[src/sv/tcw_pkg.sv]
// ----------------------------------------------------------------------------
// Text console writer package
// Shared constants, opcodes, command classes and the queued command type.
// ----------------------------------------------------------------------------
package tcw_pkg;

  // Default grid geometry and queue depth.
  localparam int GRID_COLS_DEFAULT   = 80;
  localparam int GRID_ROWS_DEFAULT   = 25;
  localparam int QUEUE_DEPTH_DEFAULT = 2;

  // Configuration port.
  localparam int CFG_IDX_W  = 1;
  localparam int CFG_DATA_W = 8;
  localparam logic [CFG_IDX_W-1:0] REG_DEFAULT_ATTR = 1'd0;
  localparam logic [CFG_IDX_W-1:0] REG_ERROR_ATTR   = 1'd1;

  // Reset values of the configuration registers.
  localparam logic [7:0] DEFAULT_ATTR_RESET = 8'd15;
  localparam logic [7:0] ERROR_ATTR_RESET   = 8'd244;

  // Character codes and attributes.
  localparam logic [7:0] CODE_NEWLINE  = 8'h0A;
  localparam logic [7:0] CODE_BLANK    = 8'h08;
  localparam logic [7:0] CHAR_SPACE    = 8'h20;
  localparam logic [7:0] CHAR_ERROR    = 8'h45;
  localparam logic [7:0] ATTR_FALLBACK = 8'd15;

  typedef enum logic [1:0] {
    OP_PUT       = 2'd0,
    OP_BACKSPACE = 2'd1,
    OP_CLEAR     = 2'd2,
    OP_READ      = 2'd3
  } op_t;

  // Command classes produced by the front end.
  typedef enum logic [2:0] {
    K_CHAR,
    K_NEWLINE,
    K_BLANK,
    K_BACKSPACE,
    K_CLEAR,
    K_READ
  } kind_t;

  typedef struct packed {
    kind_t      kind;
    logic [7:0] code;
    logic       col_auto;
    logic [6:0] col_val;
    logic       row_auto;
    logic [4:0] row_val;
  } cmd_t;

endpackage

[src/sv/tcw_if.sv]
// ----------------------------------------------------------------------------
// Text console writer channels
// Request and response channels with valid/ready handshakes.
// ----------------------------------------------------------------------------
interface tcw_req_if;
  logic              valid;
  logic              ready;
  logic [1:0]        opcode;
  logic [7:0]        char_code;
  logic signed [7:0] col_pick;
  logic signed [5:0] row_pick;

  modport source (output valid, output opcode, output char_code, output col_pick,
                  output row_pick, input ready);
  modport sink   (input valid, input opcode, input char_code, input col_pick,
                  input row_pick, output ready);
endinterface


[src/sv/tcw_front.sv]
// ----------------------------------------------------------------------------
// Text console writer front end
// Accepts requests and classifies them into queued commands.
// ----------------------------------------------------------------------------
module tcw_front (
  tcw_req_if.sink        req,
  input  logic           init_busy,
  output logic           push_valid,
  input  logic           push_ready,
  output tcw_pkg::cmd_t  push_data
);

  tcw_pkg::kind_t kind;

  // Requests are held off while the cell memory is being cleared after reset.
  assign req.ready  = push_ready && !init_busy;
  assign push_valid = req.valid && !init_busy;

  always_comb begin
    case (tcw_pkg::op_t'(req.opcode))
      tcw_pkg::OP_PUT: begin
        if (req.char_code == tcw_pkg::CODE_NEWLINE) begin
          kind = tcw_pkg::K_NEWLINE;
        end else if (req.char_code == tcw_pkg::CODE_BLANK) begin
          kind = tcw_pkg::K_BLANK;
        end else begin
          kind = tcw_pkg::K_CHAR;
        end
      end
      tcw_pkg::OP_BACKSPACE: kind = tcw_pkg::K_BACKSPACE;
      tcw_pkg::OP_CLEAR:     kind = tcw_pkg::K_CLEAR;
      tcw_pkg::OP_READ:      kind = tcw_pkg::K_READ;
      default:               kind = tcw_pkg::K_READ;
    endcase
  end

  // A negative pick selects the cursor coordinate.
  always_comb begin
    push_data.kind     = kind;
    push_data.code     = req.char_code;
    push_data.col_auto = req.col_pick[7];
    push_data.col_val  = req.col_pick[6:0];
    push_data.row_auto = req.row_pick[5];
    push_data.row_val  = req.row_pick[4:0];
  end

endmodule

[src/flat_wrapper.sv]
// flat-port wrapper written by rule: the top's interface ports become plain ports
module tcw_front_flat 
  (init_busy, push_valid, push_ready, push_data, req_valid, req_opcode, req_char_code, req_col_pick, req_row_pick, req_ready);
  tcw_req_if req_i ();
  input  logic init_busy;
  output logic push_valid;
  input  logic push_ready;
  output tcw_pkg::cmd_t push_data;
  input wire logic [$bits(req_i.valid)-1:0] req_valid;
  input wire logic [$bits(req_i.opcode)-1:0] req_opcode;
  input wire logic [$bits(req_i.char_code)-1:0] req_char_code;
  input wire logic [$bits(req_i.col_pick)-1:0] req_col_pick;
  input wire logic [$bits(req_i.row_pick)-1:0] req_row_pick;
  output wire logic [$bits(req_i.ready)-1:0] req_ready;
  assign req_i.valid = req_valid;
  assign req_i.opcode = req_opcode;
  assign req_i.char_code = req_char_code;
  assign req_i.col_pick = req_col_pick;
  assign req_i.row_pick = req_row_pick;
  assign req_ready = req_i.ready;
  tcw_front u_core (.req(req_i), .init_busy(init_busy), .push_valid(push_valid), .push_ready(push_ready), .push_data(push_data));
endmodule
[config.mk]
export PLATFORM = sky130hd
export DESIGN_NAME = tcw_front_flat
export DESIGN_NICKNAME = d
export VERILOG_FILES = /design/src/sv/tcw_pkg.sv /design/src/sv/tcw_if.sv /design/src/sv/tcw_front.sv /design/src/flat_wrapper.sv
export SDC_FILE = /design/constraint.sdc
export NUM_CORES = 1
export LEC_CHECK = 0
export BUFFER_PORTS_ARGS = -buffer_cell sky130_fd_sc_hd__buf_4
export CAP_MARGIN = 5
export CELL_PAD_IN_SITES_DETAIL_PLACEMENT = 0
export CELL_PAD_IN_SITES_GLOBAL_PLACEMENT = 2
export CORE_UTILIZATION = 10
export DETAILED_ROUTE_END_ITERATION = 16
export PLACE_DENSITY = 0.95
export SLEW_MARGIN = 10
export SYNTH_ARGS = -nofsm -noshare
export SYNTH_HDL_FRONTEND = slang
export SYNTH_SLANG_ARGS = --single-unit
[constraint.sdc]
create_clock -name vclk -period 1.8
set_clock_uncertainty 0.2 [all_clocks]
set_input_delay 0.18 -clock vclk [all_inputs]
set_output_delay 0.18 -clock vclk [all_outputs]
set_load 0.1 [all_outputs]
After elaboration in Yosys (flattened, before gate mapping)

Cells that the tools add are included.

Flip-flop bits (word level): 0
Latch bits: 0
Bits in writable memories: 0
ROM bits: 0
Output and inout port bits: 27
Word-level logic and storage cells: 12
Memories: 0

$add $sub $neg: 0
$mul: 0
Div/mod/pow operators: 0
Magnitude comparators: 0
Equality and inequality tests: 5
Shifts and indexed selects: 0
Multiplexer cells: 3
Bitwise operators: 0
Reduce and logical (&&, ||, !) cells: 4

Operators by type and width:

| kind                                                | number |
|---|---|
| equality test 8 x 4 -> 1 bit, second input constant | 2 |
| case mux 3 bit (4 select lines)                     | 1 |
| equality test 2 bit, second input constant          | 2 |
| two-way mux 3 bit                                   | 1 |
| equality test 2 x 1 -> 1 bit, second input constant | 1 |
| logical AND 1 bit                                   | 2 |
| zero test 2 bit                                     | 1 |
| two-way mux 2 bit                                   | 1 |
| zero test 1 bit                                     | 1 |

Logic depth before layout (Yosys ltp)

Gate-level depths: netlist of run 1.

Depth in word-level cells: 4
Depth in mapped cells: 2
Depth with buffers taken out: 2

Worst setup path before layout of run 1

OpenSTA, ideal clock, no wires.

Path type: input port to output port
From: input init_busy
To: output push_valid
Arrival: 1515 ps
Path slack: -95 ps
Cell stages on the path: 1
Buffers on the path: 0
Path through: nor2b_1

Word-level cells in the longest chain between the ends: 2

RTL lines:

| item              | RTL line          | source |
|---|---|---|
| start, declared   | flat_wrapper.sv:5 | `input logic init_busy;` |
| zero test 1 bit   | tcw_front.sv:17   | `assign push_valid = req.valid && !init_busy;` |
| logical AND 1 bit | tcw_front.sv:17   |  |
| end, declared     | flat_wrapper.sv:6 | `output logic push_valid;` |

Every way passes these cells.

==> results of run 1 <==
-- critical path, delay by kind of cell --
family / cells / cell delay, ps
buf+inv: 2 / 400
simple gates: 1 / 310
compound gates: 1 / 220
-- metal layers --
layer	global-route usage (%)	share of wire, %	wire (µm)
met1	1.42	24	115
met2	6.67	47	226
met3	1.52	26	126
met4	1.39	2.5	12
met5	0	0	0
-- final cells by class --
cell class / instances / area, µm²
fill: 258 / 1910
timing repair buffer: 26 / 195
inverter: 2 / 7.51
multi-input combinational: 6 / 65.1
tap: 28 / 35.0
-- cells in the final DEF (no fill, tap or decap) --
cell type	instances
a32o_2	1
buf_4	26
nor4_2	1
a31o_2	1
nor4b_2	1
inv_1	2
nor2b_2	2
-- power by group --
group,switching [µW],internal [µW],total [µW]
combinational,130,42.7,173
sequential,0,0,0
clock,0,0,0
total,130,42.7,173
-- stage by stage --
| step | hold WS (ps) | worst slack, ps | utilization [%] | std cells | area [µm²] |
|---|---|---|---|---|---|
| detailed placement | 161 | 309 | 13.7 | 62 | 303 |
| global placement | 161 | 298 | 13.7 | 62 | 303 |
| global route | 160 | 259 | 13.7 | 62 | 303 |
| floorplan | 335 | 366 | - | 31 | 241 |
| finish | 160 | 315 | 13.7 | 62 | 303 |
| CTS | 161 | 300 | 13.7 | 62 | 303 |
-- cells by family (layout without fill, tap and decap cells) --
family	count (synthesis)	in the layout	synth area share [%]
AO/OA/AOI/OAI	2	2	8.47
buffers and inverters	25	28	74.6
AND/OR/NAND/NOR	4	4	16.9
-- worst max-delay path by stage --
stage | endpoint | cells past startpoint | slack, ps
2_1_floorplan | push_data[23] | 2 | 370
3_3_place_gp | push_data[23] | 4 | 300
3_5_place_dp | push_data[23] | 4 | 310
4_1_cts | push_data[23] | 4 | 300
5_1_grt | push_data[23] | 4 | 260
6_report | push_data[23] | 4 | 320
==> results by group, run 1 <==
Run status
  – Status: completed

GRT
  – All-Layer GR Usage: roughly 2.9%
  – GR Overflow Total: 0
  – Vias in the first global route: 173
  – Largest net degree at the start of global routing: 4
  – Initial antenna violation count: 0
  – First-pass GRT wire length: between 600 and 700 µm

Setup path
  – CP startpoint: req_char_code[5]
  – Crit Path Category: primary input to output pin
  – CP Cell Sequence: buf_4 > nor4_2 > a32o_2 > buf_4
  – Most frequent CP cell: buf_4
  – Startpoint types: primary input
  – Data arrival, critical path: around 1100 ps
  – CP required: 1420 ps
  – CP endpoint kind: output pin
  – Critical Path Max Stage Delay: 310 ps
  – Slowest cell on crit path: nor4_2
  – CP Max Fanout: 2

Routing
  – Post-route antenna net violation count: 0
  – Detailed Route WL: ~480 µm
  – DRC Markers: 0
  – Via Count: around 190
  – Vias/cell: 3.08
  – Drt initial violations: 3
  – Drt wl/cell: 7.74 µm
  – Drt first pass iters: 4

Die
  – Initial Util: 10.7%
  – Ports: 54
  – Chip width: between 50 and 60 µm
  – Core area: 2210 µm²
  – Core Rows: 17
  – Die Y: roughly 51 µm
  – Die area: approximately 2600 µm²

Hold path
  – Worst Hold Depth: 0
  – Min-delay src: req_col_pick[4]
  – Hold path endpoint: push_data[10]
  – Hold Path Class: primary input to output pin

Synthesis
  – Cell area after synthesis: 236 µm²
  – Post-synth top area share: about 70%
  – Syn Inst Count: 31
  – Synth area leader: buf_4
  – Post-synthesis sequential area ratio: 0%
  – Synth warn: 0
  – Syn nets: 58
  – Top post-synthesis cells by area: buf_4, nor4b_2, nor2b_1
  – Most common cell in the netlist: buf_4
  – Unique masters post-synth: 8
  – Post-synth top cells: buf_4, inv_1, nor2b_1
  – Avg Inst Size Synth: 7.63 µm²

Pwr
  – Peak supply drop: between 0.1 and 0.15 mV
  – PD cells: ~570 nW/µm²
  – Final Power: 173 µW
  – P_leak: 0.000157 µW

Job
  – Max capacitance violation total: 0

Timing
  – Achievable Freq: 673 MHz
  – Final Hold Viols: 0
  – RSZ-0062 raised after global routing: false
  – Final slew viol count: 0
  – Post-layout minimum cycle time: around 1500 ps
  – Max_slew headroom: 82.5%
  – Final setup fails: 0
  – Crit share post-route: 82.5%
  – Worst Max-Slew Pin Slew: 260 ps
  – Final setup TNS: 0 ps

Final layout
  – Register area: 0 µm²
  – Area delta synth->final: 28.0%
  – # diodes: 0
  – Clock buffer count: 0
  – # nets final: 63
  – FF+latch count: 0
  – Share of cells above drive strength 1: 94.1%

Placement
  – Hpwl dp: 426 µm
  – Final Wtd Congestion: ~0.53
  – Input/output buffers: 26

CTS
  – Hold Buf Count CTS: 0
  – Post-CTS Setup Inserts: 0
  – CTS resizes: 0
(Power assumes the default switching activity.)
==> run 2: changes to the inputs <==
==> constraint.sdc (replaced) <==
create_clock -name vclk -period 1.34
set_clock_uncertainty 0.2 [all_clocks]
set_input_delay 0.134 -clock vclk [all_inputs]
set_output_delay 0.134 -clock vclk [all_outputs]
set_load 0.1 [all_outputs]
==> run 2 against run 1 <==
Net effect:
- core utilization is 2.9 points higher
- die area stayed put
- global-route usage up 0.19 points
- non-clock buffer count grew 2
- sequential share of layout area unchanged
- setup slack worse by 280 ps
- routed wire length is 5.4% higher
- largest cell class unchanged
- combinational power up 47%
- cell count rose by 3.2%
==> results by group, run 2 (same netlist as run 1, synthesis figures left out) <==
Pwr
  – Peak supply drop: 0.161 mV (+45%)
  – PD cells: 692 nW/µm² (+21%)
  – Final Power: 254 µW (+47%)
  – P_leak: 0.000183 µW (+17%)

Timing
  – Final setup fails: 0 (unchanged)
  – Worst setup margin: 38.9 ps (-276 ps)
  – Achievable Freq: 769 MHz
  – Worst Max-Slew Pin Slew: 280 ps (+19.9 ps)
  – Final slew viol count: 0 (unchanged)
  – Max_slew headroom: 81.5% (-1.0 points)
  – RSZ-0062 raised after global routing: true
  – Post-layout minimum cycle time: 1300 ps
  – Crit share post-route: 97.1%
  – Final Hold Viols: 0 (unchanged)

Setup path
  – Data arrival, critical path: 970 ps (-130 ps)
  – CP Max Fanout: 2 (unchanged)
  – Crit path max-delay family: simple AND/OR/NAND/NOR gates
  – Crit Path Category: primary input to output pin
  – Critical Path Max Stage Delay: 300 ps (about the same)
  – CP endpoint kind: output pin
  – Slowest cell on crit path: nor4_4
  – Critical path buffers and inverters: 2 (unchanged)
  – CP required: 1010 ps (-410 ps)
  – CP Cell Sequence: buf_8 > nor4_4 > a32o_2 > buf_12
  – Startpoint types: primary input

Die
  – Ports: 54 (unchanged)
  – Core area: 2210 µm² (unchanged)
  – Die Y: 50.6 µm (unchanged)
  – Core Rows: 17 (unchanged)
  – Initial Util: 10.7% (unchanged)
  – Die area: 2560 µm² (unchanged)
  – Chip width: 50.6 µm (unchanged)

Job
  – Max capacitance violation total: 0 (unchanged)

Final layout
  – Area delta synth->final: 55.0%
  – # diodes: 0 (unchanged)
  – Share of cells above drive strength 1: 94.4% (+0.33 points)
  – FF+latch count: 0 (unchanged)
  – Fill count: 247 (-4.3%)
  – Clock buffer count: 0 (unchanged)
  – Finished Layout Cells: 64 (+3.2%)
  – Most frequent cells in the layout: buf_4, inv_1, nor2b_2, buf_8
  – # nets final: 65 (+3.2%)
  – Register area: 0 µm² (unchanged)
  – Most common cell after layout, fill and taps aside: buf_4

Placement
  – Final Wtd Congestion: 0.549 (+4.5%)
  – DP Worst Slack: -74.0 ps (-383 ps)
  – Post-Place Cells: 64 (+3.2%)
  – Input/output buffers: 26 (unchanged)
  – Hpwl dp: 408 µm (-4.4%)

Routing
  – Post-route antenna net violation count: 0 (unchanged)
  – Drt first pass iters: 1 (-3)
  – Via Count: 198 (+3.7%)
  – Vias/cell: 3.09 (+0.43%)
  – Drt wl/cell: 7.91 µm (+2.1%)
  – DRC Markers: 0 (unchanged)
  – Drt initial violations: 0 (-3)
  – Detailed Route WL: 506 µm (+5.4%)

GRT
  – First-pass GRT wire length: 634 µm (+3.3%)
  – All-Layer GR Usage: 3.06% (+0.19 points)
  – Vias in the first global route: 166 (-4.0%)
  – GR Overflow Total: 0 (unchanged)
  – Initial antenna violation count: 0 (unchanged)
  – Largest net degree at the start of global routing: 4 (unchanged)

Hold path
  – Hold Path Class: primary input to output pin

Run status
  – Status: completed
[run 2: cell type report]
| type | count | area [µm²] | share of cell area [%] |
|---|---|---|---|
| well taps | 28 | 35.0 | 9.56 |
| multi-input cells | 6 | 82.6 | 22.5 |
| repair buffers | 28 | 241 | 65.9 |
| inverters | 2 | 7.51 | 2.05 |
[run 2: final timing paths]
kind  slack (ps)  depth (start not counted)             start       endpoint
max           40                          4  req_char_code[6]  push_data[23]
min           70                          0   req_col_pick[4]  push_data[10]
[run 2: power by group]
part	total [µW]	internal (µW)	switching [µW]
logic	254	72.6	181
clock network	0	0	0
registers	0	0	0
[run 2: through the flow]
stage / setup TNS (ps) / hold slack, ps / instance area [µm²] / utilization (%)
floorplan: -1.81 / 243 / 241 / -
global placement: -122 / 68.7 / 318 / 14.4
detailed placement: -112 / 68.7 / 318 / 14.4
CTS: 0 / 68.7 / 343 / 15.5
global route: -7.55 / 68.1 / 367 / 16.6
finish: 0 / 68.0 / 367 / 16.6
[run 2: repair_timing]
item | in CTS | in global routing
pin swaps | 1 | 2
endpoints found under the setup margin | 2 | 2
buffers inserted | 0 | 0
endpoints found under the hold margin | 0 | 0
hold buffers | 0 | 0
gates resized for setup | 5 | 5
[run 2: metal layers]
metal	track usage [%]	wire, µm
met4	1.39	12
met5	0	0
met2	6.67	248
met1	1.95	133
met3	1.52	111
==> run 3: changes to the inputs <==
--- a/config.mk
+++ b/config.mk
@@ -9,6 +9,7 @@
 export CAP_MARGIN = 5
 export CELL_PAD_IN_SITES_DETAIL_PLACEMENT = 0
 export CELL_PAD_IN_SITES_GLOBAL_PLACEMENT = 2
+export CORE_ASPECT_RATIO = 1.75
 export CORE_UTILIZATION = 10
 export DETAILED_ROUTE_END_ITERATION = 16
 export PLACE_DENSITY = 0.95
@@ -16,3 +17,4 @@
 export SYNTH_ARGS = -nofsm -noshare
 export SYNTH_HDL_FRONTEND = slang
 export SYNTH_SLANG_ARGS = --single-unit
+export TNS_END_PERCENT = 5
==> run 3 against run 2 <==
Net effect:
- setup slack worse by 21 ps
- global-route usage up 0.19 points
- worst hold slack hardly changed
- cell count fell by 6.3%
- core utilization decreased by 2.3 points
- power is 5.2% lower
- design area is 12% lower
- routed wire length increased by 2.8%
- via count grew 1.0%
- combinational power down 5%
- first-iteration DRC count did not move
- largest cell class unchanged
- largest power group unchanged
==> results by group, run 3 (same netlist as run 1, synthesis figures left out) <==
GRT
  – GR Overflow Total: 0 (unchanged)
  – Largest net degree at the start of global routing: 4 (unchanged)
  – First-pass GRT wire length: 614 µm (-3.2%)
  – All-Layer GR Usage: 3.24% (+0.19 points)
  – Vias in the first global route: 195 (+17%)
  – Initial antenna violation count: 0 (unchanged)

Routing
  – DRC Markers: 0 (unchanged)
  – Post-route antenna net violation count: 0 (unchanged)
  – Drt wl/cell: 8.67 µm (+9.6%)
  – Drt first pass iters: 1 (unchanged)
  – Vias/cell: 3.33 (+7.7%)
  – Detailed Route WL: 520 µm (+2.8%)
  – Drt initial violations: 0 (unchanged)
  – Via Count: 200 (+1.0%)

Setup path
  – CP required: 1010 ps (about the same)
  – Startpoint types: primary input
  – Crit Path Category: primary input to output pin
  – Critical path depth in cells: 4 (unchanged)
  – CP Max Fanout: 2 (unchanged)
  – CP endpoint kind: output pin
  – Slowest cell on crit path: nor4b_2
  – Critical path buffers and inverters: 2 (unchanged)
  – Data arrival, critical path: 990 ps (+20 ps)
  – CP Cell Sequence: buf_4 > nor4b_2 > a32o_2 > buf_8
  – Critical Path Max Stage Delay: 310 ps (about the same)
  – Crit path max-delay family: buffers and inverters

Placement
  – Final Wtd Congestion: 0.564 (+2.6%)
  – Input/output buffers: 26 (unchanged)
  – DP Worst Slack: -83.3 ps (-9.27 ps)
  – Dpl cell area: 304 µm² (-4.3%)

Die
  – Ports: 54 (unchanged)
  – Initial Util: 10.4% (-0.29 points)
  – Core area: 2270 µm² (+2.8%)
  – Core Rows: 23 (+6)
  – Chip width: 38.8 µm (-23%)
  – Die area: 2570 µm² (+0.29%)
  – Die Y: 66.3 µm (+31%)

Timing
  – Final slew viol count: 0 (unchanged)
  – Max_slew headroom: 81.4% (about the same)
  – WHS: 68.0 ps (-0.0160 ps)
  – Crit share post-route: 98.7% (+1.6 points)
  – Achievable Freq: 756 MHz (-1.6%)
  – Worst Max-Slew Pin Slew: 281 ps (+1.23 ps)
  – Worst setup margin: 17.5 ps (-21.4 ps)
  – Final setup fails: 0 (unchanged)
  – Final Hold Viols: 0 (unchanged)
  – Post-layout minimum cycle time: 1320 ps (+21.4 ps)
  – RSZ-0062 raised after global routing: false

Final layout
  – Area delta synth->final: 37.0%
  – Fill count: 259 (+4.9%)
  – Design area: 324 µm² (-12%)
  – Area of the multi-input gates: 71.3 µm² (-14%)
  – Most frequent cells in the layout: buf_4, inv_1
  – # diodes: 0 (unchanged)
  – # nets final: 64 (-1.5%)
  – Register area: 0 µm² (unchanged)
  – FF+latch count: 0 (unchanged)
  – Clock buffer count: 0 (unchanged)
  – Most common cell after layout, fill and taps aside: buf_4
  – Share of cells above drive strength 1: 91.4% (-3.0 points)

Hold path
  – Hold path endpoint: push_data[2]
  – Min-delay src: req_row_pick[2]
  – Worst Hold Depth: 0 (unchanged)
  – Hold Path Class: primary input to output pin

CTS
  – Hold Buf Count CTS: 0 (unchanged)
  – CTS resizes: 4 (-1)
  – Post-CTS Setup Inserts: 0 (unchanged)

Job
  – Max capacitance violation total: 0 (unchanged)

Pwr
  – PD cells: 743 nW/µm² (+7.3%)
  – P_leak: 0.000165 µW (-9.7%)
  – Peak supply drop: 0.105 mV (-35%)
  – Final Power: 241 µW (-5.2%)

Run status
  – Status: completed
-- run 3: changes by cell type in the layout (fill, tap and decap cells not counted) --
cell	delta
buf_12	-1
buf_4	+1
buf_8	-1
nor2b_1	+1
nor2b_2	-1
nor4b_2	+1
nor4b_4	-1
-- run 3: final cells by class --
type	count	share of cell area, %
inverters	2	2.32
well taps	25	9.65
multi-input cells	6	22.0
repair buffers	27	66.0
-- run 3: through the flow --
step | utilization, % | instances | TNS, ps
after floorplan | - | 31 | -465
after global placement | 13.4 | 60 | -132
after detailed placement | 13.4 | 60 | -154
after CTS | 14.3 | 60 | 0
after global routing | 14.3 | 60 | 0
final | 14.3 | 60 | 0
-- run 3: worst max path at each step --
stage                startpoint             to  slack [ps]
3_5_place_dp   req_char_code[5]  push_data[23]         -80
4_1_cts           req_opcode[1]  push_data[23]          10
2_1_floorplan         init_busy      req_ready        -460
5_1_grt        req_char_code[5]  push_data[23]           1
6_report          req_opcode[1]  push_data[23]          20
3_3_place_gp   req_char_code[5]  push_data[23]         -80
-- run 3: power by group --
group	total (µW)	leakage (µW)	switching, µW	internal [µW]
registers	0	0	0	0
clock network	0	0	0	0
logic	241	0.000165	178	62.8
total	241	0.000165	178	62.8
-- run 3: layer usage --
layer | part of all wire (%) | vias to the layer above | track usage [%]
li1 | - | 85 | -
met1 | 17 | 77 | 0
met2 | 52 | 30 | 8.54
met3 | 23 | 8 | 0.337
met4 | 8.3 | 0 | 3.45
met5 | 0 | - | 0
