**src/sv/tcw_pkg.sv**
```systemverilog
// ----------------------------------------------------------------------------
// Text console writer package
// Shared constants, opcodes, command classes and the queued command type.
// ----------------------------------------------------------------------------
package tcw_pkg;

  // Default grid geometry and queue depth.
  localparam int GRID_COLS_DEFAULT   = 80;
  localparam int GRID_ROWS_DEFAULT   = 25;
  localparam int QUEUE_DEPTH_DEFAULT = 2;

  // Configuration port.
  localparam int CFG_IDX_W  = 1;
  localparam int CFG_DATA_W = 8;
  localparam logic [CFG_IDX_W-1:0] REG_DEFAULT_ATTR = 1'd0;
  localparam logic [CFG_IDX_W-1:0] REG_ERROR_ATTR   = 1'd1;

  // Reset values of the configuration registers.
  localparam logic [7:0] DEFAULT_ATTR_RESET = 8'd15;
  localparam logic [7:0] ERROR_ATTR_RESET   = 8'd244;

  // Character codes and attributes.
  localparam logic [7:0] CODE_NEWLINE  = 8'h0A;
  localparam logic [7:0] CODE_BLANK    = 8'h08;
  localparam logic [7:0] CHAR_SPACE    = 8'h20;
  localparam logic [7:0] CHAR_ERROR    = 8'h45;
  localparam logic [7:0] ATTR_FALLBACK = 8'd15;

  typedef enum logic [1:0] {
    OP_PUT       = 2'd0,
    OP_BACKSPACE = 2'd1,
    OP_CLEAR     = 2'd2,
    OP_READ      = 2'd3
  } op_t;

  // Command classes produced by the front end.
  typedef enum logic [2:0] {
    K_CHAR,
    K_NEWLINE,
    K_BLANK,
    K_BACKSPACE,
    K_CLEAR,
    K_READ
  } kind_t;

  typedef struct packed {
    kind_t      kind;
    logic [7:0] code;
    logic       col_auto;
    logic [6:0] col_val;
    logic       row_auto;
    logic [4:0] row_val;
  } cmd_t;

endpackage

```
**src/sv/tcw_queue.sv**
```systemverilog
// ----------------------------------------------------------------------------
// Text console writer command queue
// Small FIFO that decouples the front end from the back end.
// ----------------------------------------------------------------------------
module tcw_queue #(
  parameter int DEPTH = tcw_pkg::QUEUE_DEPTH_DEFAULT
) (
  input  logic          clk,
  input  logic          rst,
  input  logic          push_valid,
  output logic          push_ready,
  input  tcw_pkg::cmd_t push_data,
  output logic          pop_valid,
  input  logic          pop_ready,
  output tcw_pkg::cmd_t pop_data
);

  localparam int PTR_W = $clog2(DEPTH);
  localparam int CNT_W = $clog2(DEPTH + 1);

  tcw_pkg::cmd_t    slots [DEPTH];
  logic [PTR_W-1:0] wr_ptr;
  logic [PTR_W-1:0] rd_ptr;
  logic [CNT_W-1:0] count;
  logic             do_push;
  logic             do_pop;

  assign push_ready = count != CNT_W'(DEPTH);
  assign pop_valid  = count != '0;
  assign pop_data   = slots[rd_ptr];
  assign do_push    = push_valid && push_ready;
  assign do_pop     = pop_valid && pop_ready;

  always_ff @(posedge clk) begin
    if (do_push) begin
      slots[wr_ptr] <= push_data;
    end
  end

  always_ff @(posedge clk) begin
    if (rst) begin
      wr_ptr <= '0;
      rd_ptr <= '0;
      count  <= '0;
    end else begin
      if (do_push) begin
        wr_ptr <= (wr_ptr == PTR_W'(DEPTH - 1)) ? '0 : wr_ptr + PTR_W'(1);
      end
      if (do_pop) begin
        rd_ptr <= (rd_ptr == PTR_W'(DEPTH - 1)) ? '0 : rd_ptr + PTR_W'(1);
      end
      if (do_push && !do_pop) begin
        count <= count + CNT_W'(1);
      end else if (do_pop && !do_push) begin
        count <= count - CNT_W'(1);
      end
    end
  end

endmodule

```
**config.mk**
```make
export PLATFORM = sky130hd
export DESIGN_NAME = tcw_queue
export DESIGN_NICKNAME = d
export VERILOG_FILES = /design/src/sv/tcw_pkg.sv /design/src/sv/tcw_queue.sv
export SDC_FILE = /design/constraint.sdc
export NUM_CORES = 1
export LEC_CHECK = 0
export BUFFER_PORTS_ARGS = -buffer_cell sky130_fd_sc_hd__buf_2
export CORE_AREA = 2 2 71 73
export DETAILED_ROUTE_END_ITERATION = 8
export DIE_AREA = 0 0 73 75
export PLACE_DENSITY = 0.65
export SETUP_SLACK_MARGIN = 0.1
export SYNTH_ARGS = -nofsm -noshare
export SYNTH_HDL_FRONTEND = slang
export SYNTH_SLANG_ARGS = --single-unit
export TNS_END_PERCENT = 10
```
**constraint.sdc**
```tcl
create_clock -name clk -period 2.1 [get_ports clk]
set_clock_uncertainty 0.05 [all_clocks]
set_input_delay 0.21 -clock clk [delete_from_list [all_inputs] [get_ports clk]]
set_output_delay 0.21 -clock clk [all_outputs]
set_load 0.01 [all_outputs]
```
After elaboration in Yosys (flattened, before gate mapping)

Memory sizes are Yosys's and may differ from the RTL's. A register that Yosys moved wholly into a read port is not among the register bits.
Cells that the tools add are included.

Flip-flop bits (word level): 4
Input port bits: 29
Memory bits (writable): 50
Memories kept: 1

Memory list:

| name  | words | bits a word | read ports | clocked after memory_dff | write ports | RTL line        | source |
|---|---|---|---|---|---|---|---|
| slots | 2     | 25          | 1          | 1                        | 1           | tcw_queue.sv:21 | `tcw_pkg::cmd_t slots [DEPTH];` |

Add/subtract/negate cells: 4
Muxes and demuxes: 8
Reductions and logical operators: 8
Equal/unequal tests: 1

Operator list:

| kind                                              | count |
|---|---|
| 2-to-1 mux 1 bit                                  | 6 |
| logical AND 1 bit                                 | 4 |
| 2-to-1 mux 2 bit                                  | 2 |
| nonzero test 2 bit                                | 2 |
| adder 1 bit (second input constant)               | 2 |
| adder 2 x 1 -> 2 bit (second input constant)      | 1 |
| zero test 1 bit                                   | 2 |
| inequality test 2 bit (second input constant)     | 1 |
| subtractor 2 x 1 -> 2 bit (second input constant) | 1 |

Logic depth before layout (Yosys ltp)

Gate-level depths: netlist of the first run.

Depth after elaboration: 6
Mapped depth: 6
Depth with buffers taken out: 6

Worst setup path after synthesis of the first run

Ideal clock, no wire load.

Kind: reg2reg
Start point: register count[0]
End point: memory slots[1][0] in the netlist's numbering, enable pin
Cell stages (with the launch flop): 3
Data required time: 1,666 ps
Path slack: 352 ps
Clock period less this slack: 1,748 ps
Setup time: 384 ps
Data arrival time: 1,314 ps
Path through: dfxtp_1 -> nand2b_1 -> and3_1

Cells in the longest elaborated chain, start to end: 4

RTL lines:

| item                                   | RTL line        | source |
|---|---|---|
| from (decl)                            | tcw_queue.sv:24 | `logic [CNT_W-1:0] count;` |
| from (signal assigned)                 | tcw_queue.sv:53 | `count <= count + CNT_W'(1);` |
| from (signal assigned)                 | tcw_queue.sv:55 | `count <= count - CNT_W'(1);` |
| inequality test 2 bit                  | tcw_queue.sv:28 | `assign push_ready = count != CNT_W'(DEPTH);` |
| via push_ready                         | tcw_queue.sv:11 | `output logic push_ready,` |
| logical AND 1 bit                      | tcw_queue.sv:31 | `assign do_push = push_valid && push_ready;` |
| 2-to-1 mux 1 bit                       | tcw_queue.sv:35 | `if (do_push) begin` |
| 2-to-1 mux 1 bit (implied by the code) | tcw_queue.sv:36 | `slots[wr_ptr] <= push_data;` |
| to (decl)                              | tcw_queue.sv:21 |  |

The timed path passes the listed nets, and every way through them passes these cells.

Final worst setup path of the first run

Start point: register count[0]
End point: register count[1]

Cells in the longest elaborated chain, start to end: 5

RTL lines:

| item                         | RTL line        | source |
|---|---|---|
| inequality test 2 bit (*)    | tcw_queue.sv:28 |  |
| logical AND 1 bit (*)        | tcw_queue.sv:31 |  |
| via do_push                  | tcw_queue.sv:25 | `logic do_push;` |
| zero test 1 bit              | tcw_queue.sv:54 | `end else if (do_pop && !do_push) begin` |
| logical AND 1 bit            | tcw_queue.sv:54 |  |
| nonzero test 2 bit (no line) | n/a             |  |

Mark *: on every way through the listed nets, which the timed path passes. The rest lies on a longest branch. The select of a mux whose other input is x is not followed.
A chain may end at the register's enable or synchronous reset.

==> flow_summary.json, run 1 <==
{
  "outcome": "completed",
  "synth_nets": 132,
  "drt_iter0_markers": 34,
  "pin_count": 56,
  "synth_top_family_by_area": "multiplexers",
  "cts_resized": 0,
  "grt_util_all_layers_pct": 12.74,
  "path_cells": "nand2b_1 > and2_1 > ha_1 > xor2_1 > or3_1 > a21oi_1",
  "worstSetupPathType": "flop to flop",
  "yosys-mux-area-fraction_pct": 13.91,
  "ir_drop_mv": 0.7624,
  "grt_max_degree": 18,
  "cp.required_ns": 2.28,
  "cp.arrival_ns": 1.94,
  "drtPass1Iterations": 4,
  "place_ws_ns": 0.3673,
  "vias_per_cell": 4.910,
  "n_fill_cell": 397,
  "tightest_slew_ns": 0.3063,
  "slew_headroom_pct": 79.37,
  "grt_pass1_vias": 1149,
  "design.core.area_sq_um": 4661,
  "initial_core_util_pct": 43.41,
  "die_width_um": 73,
  "std_cell_rows": 25,
  "cts_max_level": 2,
  "layout_commonest_cell": "buf_2",
  "syn_to_final_growth_pct": 22.70,
  "cts_sinks": 55,
  "tns_ns": 0,
  "numCtsBuffers": 5,
  "synth_cells": 102,
  "hp-class": "input port to flop",
  "port_buffers": 55,
  "setup_viol": 0,
  "rsz0062_at_grt": "no",
  "nets": 197,
  "avgSynthCellArea_sq_um": 19.84,
  "diodes": 0,
  "layout_common_cells": "buf_2, edfxtp_1, mux2_2",
  "drt-total-wl_mm": 3.426,
  "fmax_mhz": 567.8,
  "cts_buffer_depth": 2,
  "synth_fa_ha_area_share_pct": 0.6184,
  "drv_slew": 0,
  "antenna_found_initial": 0,
  "synth-xor-area-share_pct": 1.299,
  "drv_cap": 0,
  "critPathCaptureType": "flop",
  "clk_pin_slew_ns": 0.10,
  "die_y_um": 75,
  "cp_slowest_stage_delay_ns": 0.36,
  "hold_viol": 0,
  "insertion_delay_ns": 0.30,
  "hpwl_mm": 2.480,
  "vias": 1090,
  "start_kind": "flop",
  "synth_warnings": 0,
  "multi_input_comb_area_sq_um": 400.4,
  "gp_congestion": 0.7183,
  "cellPowerDensity_nw_per_um2": 1113,
  "power_mw": 2.764,
  "layout-drive-gt1-share_pct": 57.14,
  "register_area_sq_um": 1602,
  "power_leakage_nw": 0.9476,
  "ys_seq_elements": 55,
  "grt_overflow": 0,
  "cts_setup_buffers": 0,
  "die_area_sq_um": 5475,
  "holdBufCountCts": 0,
  "synth-seq-area-share_pct": 79.16,
  "period_minus_slack_ns": 1.761,
  "antenna_left": 0,
  "fin_ws_ns": 0.3388,
  "period_share_pct": 83.87,
  "drc": 0,
  "syn_area_sq_um": 2023,
  "path_max_fanout": 5,
  "avgRoutedWirePerCell_um": 15.43,
  "slowest_stage": "dfxtp_1",
  "tritoncts": "yes",
  "synth_compound_area_share_pct": 1.484,
  "grt_pass1_wl_mm": 5.043,
  "synth_cell_types": 18,
  "clock-root-buffer": "clkbuf_8",
  "yosys.area_share.simple_pct": 2.474
}
-- worst max-delay path, delay by kind of cell, from the launching register on --
kind	cells	cell delay (ns)
DFF	1	0.36
and+or+nand+nor	3	0.74
xor gates and xnor gates	1	0.16
AOI/OAI and AO/OA	1	0.17
adders and majority gates	1	0.21
-- area by class of cell --
type	instances	area share, %
Sequential cell	55	64.52
Multi-Input combinational cell	43	16.13
Timing Repair Buffer	61	12.90
Clock buffer	5	2.772
Tap cell	54	2.722
Clock inverter	3	0.8065
Inverter	1	0.1512
-- state kept, by name, summed over array words and instances, names as in the netlist, named ones only --
name	flops
count	2
rd_ptr	1
slots	50
wr_ptr	1
-- Yosys cell counts, drive strengths merged --
cell type,n,area [sq um]
a21bo,1,10.01
nand2b,1,6.260
or3,1,6.260
xor2,3,26.28
a21oi,2,10.01
buf,3,17.52
edfxtp,50,1501
mux2,25,281.5
and2,1,6.260
o21ai,2,10.01
nor2,3,11.26
nand3b,1,7.510
inv,1,3.750
and3,1,6.260
or2,1,6.260
ha,1,12.51
dfxtp,5,100.1
-- through the flow --
stage               cells  util, %  hold WS [ns]  instance area, sq um
floorplan             102        -        0.2291                  2023
global placement      214    51.36        0.3478                  2394
detailed placement    214    51.36        0.3519                  2394
CTS                   222    53.26       0.03336                  2482
global route          222    53.26       0.02680                  2482
finish                222    53.26       0.04385                  2482
-- power by group --
part | internal, mW | switching, mW
clock network | 0.232 | 0.321
logic | 0.384 | 0.403
registers | 1.37 | 0.0530
-- path summary, 6_finish.rpt --
| kind | from | end | slack, ns | cells past startpoint |
|---|---|---|---|---|
| hold / removal | push_data[13] | slots[1][13]$_DFFE_PP_ | 0.04 | 1 |
| setup / recovery | count[0]$_SDFFE_PP0P_ | count[1]$_SDFFE_PP0P_ | 0.34 | 6 |
| hold reg to reg | rd_ptr$_SDFFE_PP0P_ | rd_ptr$_SDFFE_PP0P_ | 0.48 | 2 |
| setup reg to reg | count[0]$_SDFFE_PP0P_ | count[1]$_SDFFE_PP0P_ | 0.34 | 6 |
-- per-layer routing --
| layer | vias up | part of all wire, % | GRT usage, % |
|---|---|---|---|
| met5 | - | 0 | 0 |
| met2 | 43 | 54 | 23.22 |
| li1 | 518 | - | - |
| met3 | 2 | 6.0 | 4.819 |
| met4 | 0 | 0.64 | 4.321 |
| met1 | 527 | 40 | 13.56 |
-- cells by family (layout without fill, tap and decap cells) --
group	Yosys count	after routing
muxes	25	25
AOI/OAI and AO/OA	5	5
buffers and inverters	4	70
xor gates and xnor gates	3	3
adders and majority gates	1	1
DFF	55	55
and+or+nand+nor	9	9
Note: power is estimated with default switching activity, not from simulation.
==> inputs of run 2 (changes only) <==
- ABC_AREA: default -> 1
- CORE_AREA: 2 2 71 73 -> 2 2 73 75
- DIE_AREA: 0 0 73 75 -> 0 0 75 77
- PLACE_DENSITY: 0.65 -> 0.64
- clock period: 2.1 -> 1.68 ns (I/O delays scaled with it)
==> run 2 against run 1 <==
Die area grew 5.5%. Area after synthesis rose by 6.2%. Routed wire length is 9.3% higher. Combinational power up 47%. Sequential power grew 28%. Power is 37% higher. Utilization is 3.1 points higher. Non-clock buffer count rose by 14. Worst hold slack got worse by 0.034 ns. First-iteration DRC count up 41%. Register-to-register slack got worse by 0.13 ns. Critical endpoint is now pop_data[4]. Highest routed layer unchanged.
==> flow_summary.json, run 2 <==
{
  "outcome": "completed",
  "slew_headroom_pct": 85.95,
  "rsz0062_at_grt": "yes",
  "power_leakage_nw": 1.135,
  "layout_commonest_cell": "buf_2",
  "worstReg2RegEnd": "count[1]$_SDFFE_PP0P_",
  "tritoncts": "yes",
  "tightest_slew_ns": 0.2085,
  "std_cell_rows": 26,
  "synth.most_common_cell": "edfxtp_1",
  "pin_count": 56,
  "r2r_start": "count[0]$_SDFFE_PP0P_",
  "clock-root-buffer": "clkbuf_8",
  "power_mw": 3.792,
  "cts_setup_buffers": 0,
  "grt_util_all_layers_pct": 13.06,
  "drtPass1Iterations": 6,
  "antenna_found_initial": 0,
  "cts_buffer_depth": 2,
  "port_buffers": 55,
  "synth_common_cells": "edfxtp_1, mux2_4, nand2_1, inv_1, nor2_1",
  "synth-seq-area-share_pct": 74.55,
  "drt-total-wl_mm": 3.746,
  "r2r_slack_ns": 0.21,
  "die_area_sq_um": 5775,
  "cp.arrival_ns": 1.33,
  "hold_viol": 0,
  "grt_pass1_wl_mm": 5.492,
  "avgSynthCellArea_sq_um": 18.68,
  "synth_nets": 145,
  "hpwl_mm": 2.518,
  "insertion_delay_ns": 0.29,
  "final_core_util_pct": 56.33,
  "finalNonFillerCells": 265,
  "hp-class": "input port to flop",
  "whs_endpoint": "slots[0][11]$_DFFE_PP_",
  "fin_ws_ns": 0.1306,
  "top_regs": "slots: 50 flops, count: 2 flops",
  "initial_core_util_pct": 43.16,
  "vias": 1198,
  "tns_ns": 0,
  "dp.cells": 243,
  "ys_async_sr_fraction_pct": 0,
  "synth_warnings": 0,
  "hold-path-cell-count": 1,
  "fin_area_sq_um": 2804,
  "grt_max_degree": 17,
  "path_max_fanout": 11,
  "layout_common_cells": "buf_2, edfxtp_1, mux2_4",
  "syn_to_final_growth_pct": 30.52,
  "gp_congestion": 0.7286,
  "fmax_mhz": 645.4,
  "synth_edf_count": 50,
  "layout-drive-gt1-share_pct": 50.77,
  "synth_area_leaders": "edfxtp_1, mux2_4, dfxtp_1",
  "setup_viol": 0,
  "period_minus_slack_ns": 1.549,
  "cts_max_level": 2,
  "regMostFlops": "slots",
  "diodes": 0,
  "grt_overflow": 0,
  "die_width_um": 75,
  "synth_top_area_share_pct": 69.89,
  "placed_cell_area_sq_um": 2522,
  "clk_pin_slew_ns": 0.09,
  "synth_cells": 115,
  "drt_iter0_markers": 48,
  "vias_per_cell": 4.521,
  "grt_pass1_vias": 1248,
  "die_y_um": 77,
  "ir_drop_mv": 0.6876,
  "drv_slew": 0,
  "place_ws_ns": 0.1402,
  "largest_register_ffs": 50,
  "design.core.area_sq_um": 4977,
  "syn_area_sq_um": 2148,
  "ys.flop_type": "edfxtp_1",
  "drc": 0,
  "start_kind": "flop",
  "worstSetupPathType": "flop to output port",
  "cp.required_ns": 1.46,
  "antenna_left": 0,
  "period_share_pct": 92.23,
  "nets": 224,
  "synth_cell_types": 14,
  "cellPowerDensity_nw_per_um2": 1352,
  "numCtsBuffers": 5,
  "critPathCaptureType": "output port",
  "synth_top_area_cell": "edfxtp_1",
  "worst_hold_slack_ns": 0.01030,
  "avgRoutedWirePerCell_um": 14.14,
  "drv_cap": 0,
  "cts_sinks": 55,
  "ys_seq_elements": 55,
  "reg2reg_depth": 10,
  "worstHoldStart": "push_data[11]"
}
-- run 2: timing repair --
item,in CTS,in global routing
resized for setup,3,4
hold endpoints to repair,16,10
hold buffers,8,5
setup endpoints to repair,13,7
gates cloned,0,1
pin swaps,0,0
-- run 2: how the worst max path moves through the flow --
stage                       endpoint  depth (start not counted)             startpoint  slack, ns
2_1_floorplan  slots[0][0]$_DFFE_PP_                          4  count[0]$_SDFFE_PP0P_      -0.06
3_3_place_gp   count[1]$_SDFFE_PP0P_                         10  count[0]$_SDFFE_PP0P_       0.30
3_5_place_dp   count[1]$_SDFFE_PP0P_                         10  count[0]$_SDFFE_PP0P_       0.14
4_1_cts                  pop_data[4]                          3                   flop       0.11
5_1_grt                  pop_data[4]                          3                   flop       0.08
6_report                 pop_data[4]                          3                   flop       0.13
-- run 2: report_power, final --
part | internal, mW | leakage, nW | switching, mW
Sequential | 1.74 | 0.508 | 0.0818
Combinational | 0.596 | 0.571 | 0.559
Clock | 0.436 | 0.0556 | 0.383
-- run 2: final cells by class --
class	count	area [sq um]
multi-input combinational	49	473.0
tap	70	87.58
fill	416	2173
sequential	55	1605
clock inverter	3	38.79
timing repair buffer	75	500.5
clock buffer	5	68.82
inverter	8	30.03
-- run 2: kinds of logic (layout without fill, tap and decap cells) --
logic type                 after synthesis  after routing  synth area share [%]
adders and majority gates                1              1                0.5823
AOI/OAI and AO/OA                        4              4                0.9319
muxes                                   25             25                 16.60
and+or+nand+nor                         19             19                 3.553
DFF                                     55             55                 74.55
buffers and inverters                   11             91                 3.786
-- run 2: worst max-delay path, stage by stage, from the launching register on --
cell and delay, ns:
dfxtp_4 0.40, buf_12 0.16, mux2_2 0.33, buf_2 0.14
-- run 2: layer usage --
metal	vias up	routed length [um]	GRT usage, %
li1	581	-	-
met1	573	1392	14.22
met2	38	2087	23.07
met3	6	216	4.074
met4	0	50	4.821
met5	-	0	0
==> inputs of run 3 (changes only) <==
--- a/config.mk
+++ b/config.mk
@@ -10,2 +10,3 @@
 export CORE_AREA = 2 2 73 75
+export CTS_CLUSTER_DIAMETER = 40
 export DETAILED_ROUTE_END_ITERATION = 8
==> constraint.sdc (replaced) <==
create_clock -name clk -period 1.68 [get_ports clk]
set_clock_uncertainty 0.05 [all_clocks]
set_input_delay 0 -clock clk [delete_from_list [all_inputs] [get_ports clk]]
set_output_delay 0 -clock clk [all_outputs]
set_load 0.01 [all_outputs]
==> run 3 against run 2 <==
Worst hold slack gained 0.060 ns. Routed wire length shrank 0.51%. Critical path depth grew 7. Non-clock buffer count grew 13.
==> flow_summary.json, run 3 (synthesis gave the netlist of run 2 again) <==
{
  "outcome": "completed",
  "numCtsBuffers": 5,
  "tightest_slew_ns": 0.2536,
  "setup_viol": 0,
  "grt_pass1_wl_mm": 5.906,
  "avgRoutedWirePerCell_um": 13.41,
  "pin_count": 56,
  "vias_per_cell": 4.489,
  "rsz0062_at_grt": "no",
  "drt-total-wl_mm": 3.727,
  "hpwl_mm": 2.549,
  "r2r_slack_ns": 0.19,
  "fmax_mhz": 670.8,
  "slew_headroom_pct": 83.09,
  "place_ws_ns": 0.1580,
  "ir_drop_mv": 0.6991,
  "die_width_um": 75,
  "hold_viol": 0,
  "path_cells": "inv_2 > nand2_1 > nand2_2 > inv_1 > ha_1 > inv_1 > nand3_1 > nand2_1 > inv_1 > nor2_1",
  "diodes": 0,
  "dp.cells": 243,
  "antenna_left": 0,
  "cts_setup_buffers": 0,
  "std_cell_rows": 26,
  "vias": 1248,
  "port_buffers": 55,
  "cellPowerDensity_nw_per_um2": 1259,
  "grt_max_degree": 17,
  "tritoncts": "yes",
  "initial_core_util_pct": 43.16,
  "fin_ws_ns": 0.1892,
  "top_regs": "slots: 50 flops, count: 2 flops",
  "period_minus_slack_ns": 1.491,
  "design.core.area_sq_um": 4977,
  "cp_slowest_stage_delay_ns": 0.33,
  "layout_common_cells": "buf_2, edfxtp_1, dlygate4sd3_1",
  "gp_congestion": 0.6827,
  "die_area_sq_um": 5775,
  "start_kind": "flop",
  "cp.arrival_ns": 1.68,
  "regMostFlops": "slots",
  "grt_overflow": 0,
  "finalNonFillerCells": 278,
  "insertion_delay_ns": 0.29,
  "grt_pass1_vias": 1399,
  "cts_max_level": 2,
  "drtPass1Iterations": 4,
  "cts_sinks": 55,
  "worst_hold_slack_ns": 0.07026,
  "clock-root-buffer": "clkbuf_8",
  "layout-drive-gt1-share_pct": 46.63,
  "crit_path_frequent_cell": "inv_1",
  "layout_commonest_cell": "buf_2",
  "slowest_stage": "dfxtp_1",
  "drc": 0,
  "die_y_um": 77,
  "drt_iter0_markers": 42,
  "hp-class": "input port to flop",
  "largest_register_ffs": 50,
  "worstSetupPathType": "flop to flop",
  "critPathCaptureType": "flop",
  "syn_to_final_growth_pct": 33.49,
  "final_core_util_pct": 57.62,
  "path_max_fanout": 5,
  "nets": 237,
  "power_mw": 3.611,
  "power_leakage_nw": 1.161,
  "grt_util_all_layers_pct": 13.79,
  "cp.required_ns": 1.87,
  "antenna_found_initial": 0,
  "clk_pin_slew_ns": 0.09,
  "cts_buffer_depth": 2,
  "drv_slew": 0,
  "period_share_pct": 88.74,
  "drv_cap": 0
}
[run 3: cell types whose count changed in the layout (fill, tap and decap cells not counted)]
cell,change
clkbuf_1,+1
dlygate4sd3_1,+14
dfxtp_1,+1
dfxtp_4,-1
clkinvlp_4,+1
buf_4,+2
buf_12,-2
clkbuf_16,-1
clkinv_1,-1
bufinv_16,-1
[run 3: report_power, final]
group / leakage [nW] / internal, mW / switching, mW
registers: 0.508 / 1.73 / 0.0631
clock network: 0.0412 / 0.292 / 0.401
logic: 0.612 / 0.555 / 0.569
total: 1.16 / 2.58 / 1.03
[run 3: path summary, 6_finish.rpt]
check | startpoint | endpoint | depth (start not counted)
max | count[0]$_SDFFE_PP0P_ | count[1]$_SDFFE_PP0P_ | 10
min | push_valid | wr_ptr$_SDFFE_PP0P_ | 4
max reg2reg | count[0]$_SDFFE_PP0P_ | count[1]$_SDFFE_PP0P_ | 10
min reg2reg | count[0]$_SDFFE_PP0P_ | count[0]$_SDFFE_PP0P_ | 2
[run 3: stage by stage]
step / cell area, sq um / TNS (ns)
6_report: 2868 / 0
5_1_grt: 2868 / 0
4_1_cts: 2865 / 0
3_5_place_dp: 2510 / 0
3_3_place_gp: 2510 / 0
2_1_floorplan: 2153 / -3.098
[run 3: layout make-up]
cell class | instances | area (sq um)
fillers | 389 | 2110
flip-flops and latches | 55 | 1602
repair buffers | 88 | 590.6
multi-input cells | 49 | 473.0
well taps | 70 | 87.58
clock buffers | 6 | 72.57
inverters | 8 | 30.03
clock inverters | 2 | 12.51
[run 3: repair_timing]
item                                   in CTS  in global routing
resized for setup                           0                  2
endpoints found under the hold margin      55                  0
hold buffers                               27                  0
setup endpoints to repair                   0                  1
[run 3: per-layer routing]
| layer | GRT usage (%) | up-vias | share of wire (%) |
|---|---|---|---|
| met2 | 25.18 | 39 | 54 |
| met5 | 0 | - | 0 |
| met4 | 5.000 | 0 | 1.5 |
| met1 | 13.98 | 599 | 40 |
| li1 | - | 604 | - |
| met3 | 4.731 | 6 | 5.4 |
[run 3: critical path, delay by kind of cell (launching register included)]
family | cells | cell delay [ns]
flops | 1 | 0.33
fa+ha+maj | 1 | 0.32
simple gates | 5 | 0.44
buf+inv | 4 | 0.28
